### src/rtl/absr_ram.sv
// ---------------------------------------------------------------------------
// absr_ram
// Generic single-write, single-read RAM with registered read data.
// ---------------------------------------------------------------------------
module absr_ram #(
  parameter int Width = 8,
  parameter int Depth = 256
) (
  input  logic                     clk_i,
  input  logic                     we_i,
  input  logic [$clog2(Depth)-1:0] waddr_i,
  input  logic [Width-1:0]         wdata_i,
  input  logic                     re_i,
  input  logic [$clog2(Depth)-1:0] raddr_i,
  output logic [Width-1:0]         rdata_o
);

  logic [Width-1:0] mem_q [Depth];
  logic [Width-1:0] rdata_q;

  // Write port
  always_ff @(posedge clk_i) begin
    if (we_i) begin
      mem_q[waddr_i] <= wdata_i;
    end
  end

  // Registered read port
  always_ff @(posedge clk_i) begin
    if (re_i) begin
      rdata_q <= mem_q[raddr_i];
    end
  end

  assign rdata_o = rdata_q;

endmodule

### config.mk
export PLATFORM = sky130hd
export DESIGN_NAME = absr_ram
export DESIGN_NICKNAME = d
export VERILOG_FILES = /design/src/rtl/absr_ram.sv
export SDC_FILE = /design/constraint.sdc
export NUM_CORES = 2
export LEC_CHECK = 0
export ABC_AREA = 0
export ABC_CLOCK_PERIOD_IN_PS = 4500
export BUFFER_PORTS_ARGS = -buffer_cell sky130_fd_sc_hd__buf_2
export CAP_MARGIN = 10
export CORE_MARGIN = 1.5
export CORE_UTILIZATION = 40
export CTS_CLUSTER_DIAMETER = 200
export DETAILED_ROUTE_END_ITERATION = 6
export HOLD_SLACK_MARGIN = 0.03
export PLACE_DENSITY_LB_ADDON = 0.3
export SLEW_MARGIN = 20
export SYNTH_ARGS = -nofsm -noshare
export SYNTH_HDL_FRONTEND = slang
export SYNTH_SLANG_ARGS = --single-unit
### constraint.sdc
create_clock -name clk_i -period 4.5 [get_ports clk_i]
set_input_delay 0.9 -clock clk_i [delete_from_list [all_inputs] [get_ports clk_i]]
set_output_delay 0.9 -clock clk_i [all_outputs]
set_load 0.005 [all_outputs]
### After elaboration in Yosys (flattened, before gate mapping)

Memories as Yosys holds them, arrays and structs flattened. A register that Yosys moved wholly into a read port is not among the register bits.
Index checks and enable logic that the tools add are counted.
W data, S select, Z words.

* mux-type cells: 2

Operator list (number)
* $mux W1: 2

* register bits: 0
* memory bits (writable): 2048
* input port bits: 27
* memories: 1

Memory list
* mem_q: words 256, width 8, read ports 1, clocked after memory_dff 1, wr ports 1, RTL line 18 `logic [Width-1:0] mem_q [Depth];`

### Depth between registers and ports, before layout

* depth in word-level cells: 2
* mapped depth: 11
* mapped depth without buffers: 6

### Worst setup path before layout

OpenSTA, ideal clock, no wires.

* path kind: input port to flip-flop
* start point: in raddr_i[0]
* end point: reg rdata_q[2] (netlist: rdata_o[2]), read port of mem_q, data pin
* setup time: 0.269 ns
* data arrival time: 2.707 ns
* slack: 1.524 ns
* stages on the path: 9
* cells stage by stage: buf_6 -> buf_12 -> buf_8 -> buf_2 -> mux4_2 -> a22oi_1 -> a21oi_1 -> nor4_1 -> nor4_2

RTL lines
* start, declared: RTL line 14 `input logic [$clog2(Depth)-1:0] raddr_i,`
* end, declared: RTL line 19 `logic [Width-1:0] rdata_q;`

==> run summary <==
Antenna viol nets, final - 0
DRC viols - 0
# clock sinks - 2,056
Share of cells above drive strength 1 - 0.250
Most frequent cells in the layout - 2,056 x edfxtp_1, 454 x mux4_2, 279 x nor2_1
Worst Setup End Kind - flop
Total CTS buffers - 201
Worst Hold Class - input pin to flop
CP dominant cell by count - buf_12
Grt met1 use - 0.283
Core Util, Final - 0.459
Asr flop ratio synth - 0
RSZ-0062 raised after global routing - false
Final nets - 4,028
Netlist Area Pre-Place - 79,600 sq um
PwrDens - 438 nW/um^2
FMAX - 285 MHz
Clock skew - 38.8 ps
Met3 usage - 0.0339
R2R setup slack - 1570 ps
Status - finished clean
CTS tree - yes
Cts-stage hold buffer count - 0
Starting Density - 0.403
Initial antenna violation count - 15
Worst slew pin tran - 1060 ps
Worst Min Path Start - re_i
Worst Hold End - rdata_o[3]$_DFFE_PP_
Critical Path RT - 5050 ps
Main synth FF type - edfxtp_1
Peak supply drop - 0.411 mV
Final hold violation count - 0
GR Util All Layers - 0.198
Critical Path Source Type - input pin
Max-slew headroom - 0.286
Worst path depth - 10
Die height - 449 um
Worst path cell trace - buf_8 > buf_12 > buf_12 > buf_12 > mux4_2 > o311ai_0 > o22ai_1 > nor4_1 > buf_4 > nor4_2
Worst-Skew Late Latency - 840 ps
Yosys synthesis warning count - 0
R2R cell count - 6
Syn Nets - 3,760
Commonest non-fill, non-tap cell in the layout - edfxtp_1
Overall die area - 202,000 sq um
Setup tns final - 0 ps
Final Max Slew Viols - 0
Syn avg cell area - 21.3 sq um
First-pass GRT wire length - 290,000 um
Crit-path max cell delay - 890 ps
DR vias - 39,322
DR vias/cell - 5.77
Drt first-iter violations - 4,485
Setup violations, final - 0
Busiest grt layer - met2
Die width - 449 um
Ports - 35
Maxcap violations - 0
Register bit count reported by yosys - 2,056
PortBufs - 34
Reg-to-reg startpoint - mem_q[83][3]$_DFFE_PP_
Number of enable flip-flop cells after synthesis - 2,056
Hold Path Cell Cnt - 1
Tcrit/Tclk final - 0.780
Vias in the first global route - 39,457
FP Rows - 163
Crit-path max FO - 21
TritonRoute pass-1 iters - 5
Slowest-stage cell, CP - nor4_1
CORE AREA - 198,000 sq um
M2 GR Usage - 0.316
Gpl congestion - 0.843
Fin Hold WS - 515 ps
Leakage - 28.1 nW
Worst Path Buf+Inv - 5
Synth Instances - 3,733
Placed wire-length estimate - 124,000 um
Clk buf depth - 3
Design Power - 39.7 mW
# fillers - 16,367
Clock root buffer - clkbuf_16
Crit Path Class - input pin to flop
Worst R2R End - rdata_o[3]$_DFFE_PP_
CTS H-tree lvls - 4
Clock slew at reported path FFs - 60 ps
Global route overflow - 0
Post-synthesis cell type count - 54
Seq/Total Area, Yosys - 0.775
Post-CTS setup buffer count - 0
Post_cts resized - 0
Cell family with most CP delay - buffers and inverters
WL final - 201,000 um
Mean routed wirelength per cell - 29.5 um
Area Growth Syn to Fin - 13.8%
Largest net degree at the start of global routing - 144
Minimum clock period - 3510 ps
CP arrival - 4060 ps
## worst max path at each step
stage,start,to
after floorplan,raddr_i[0],rdata_o[2]$_DFFE_PP_
after CTS,raddr_i[0],rdata_o[3]$_DFFE_PP_
after global placement,raddr_i[0],rdata_o[3]$_DFFE_PP_
final,raddr_i[0],rdata_o[6]$_DFFE_PP_
after global routing,raddr_i[0],rdata_o[6]$_DFFE_PP_
after detailed placement,raddr_i[0],rdata_o[3]$_DFFE_PP_
## per-layer routing
layer / vias up / wire length, um / part of all wire
li1: 16266 / - / -
met1: 21241 / 85400 / 0.43
met2: 1489 / 96900 / 0.48
met3: 322 / 13500 / 0.067
met4: 4 / 5030 / 0.025
met5: - / 27 / 0.00013
## Yosys cell counts, drive strengths merged, types with 2 or more instances
cell type,n,share of area
nor4,27,0.0024
nand4,10,0.00079
o221ai,47,0.0052
a311oi,2,0.00022
a2111oi,5,0.00066
and2,6,0.00047
mux2i,134,0.017
or2,4,0.00031
a21oi,96,0.0060
nor2,282,0.013
a31oi,2,0.00016
o32ai,5,0.00064
o22a,5,0.00055
a211oi,16,0.0015
edfxtp,2056,0.78
o211ai,10,0.00094
o22ai,28,0.0022
and3b,2,0.00022
nand3b,2,0.00019
buf,122,0.013
nand2b,8,0.00063
nor2b,31,0.0024
a22oi,133,0.013
a221oi,14,0.0016
clkbuf,111,0.0052
mux4,456,0.13
nand2,33,0.0016
o21ai,12,0.00075
a22o,8,0.00088
nor3,22,0.0014
nand3,34,0.0021
## cell families after synthesis
kind of cell / count (synthesis) / share of synthesized area
compound gates: 385 / 0.0342
buf+inv: 235 / 0.0183
flops: 2056 / 0.775
mux: 591 / 0.146
simple gates: 466 / 0.0263
## per-stage QoR
step,setup slack [ps],std cells,area (sq um)
2_1_floorplan,1520,3733,79600
3_3_place_gp,109,6438,84200
3_5_place_dp,124,6438,84200
4_1_cts,1010,6809,90600
5_1_grt,802,6811,90700
6_report,988,6813,90700
## sequential cells by signal (all words and copies together), names as in the netlist
signal   count
mem_q     2048
rdata_o      8
## layout make-up
type                            count  area [sq um]  area share
Tap cell                         2640          3300      0.0364
Inverter                            2          7.51   0.0000828
Timing Repair Buffer              298          2680      0.0296
Clock inverter                    126          1210      0.0133
Clock buffer                      245          5220      0.0575
Antenna cell                        4          10.0    0.000110
Multi-Input combinational cell   1442         16500       0.182
Sequential cell                  2056         61700       0.681
## power breakdown
part	internal [mW]	switching, mW
Sequential	21.1	0.0273
Clock	9.39	7.17
Combinational	0.698	1.27
Power figures use the tool's default switching activity.
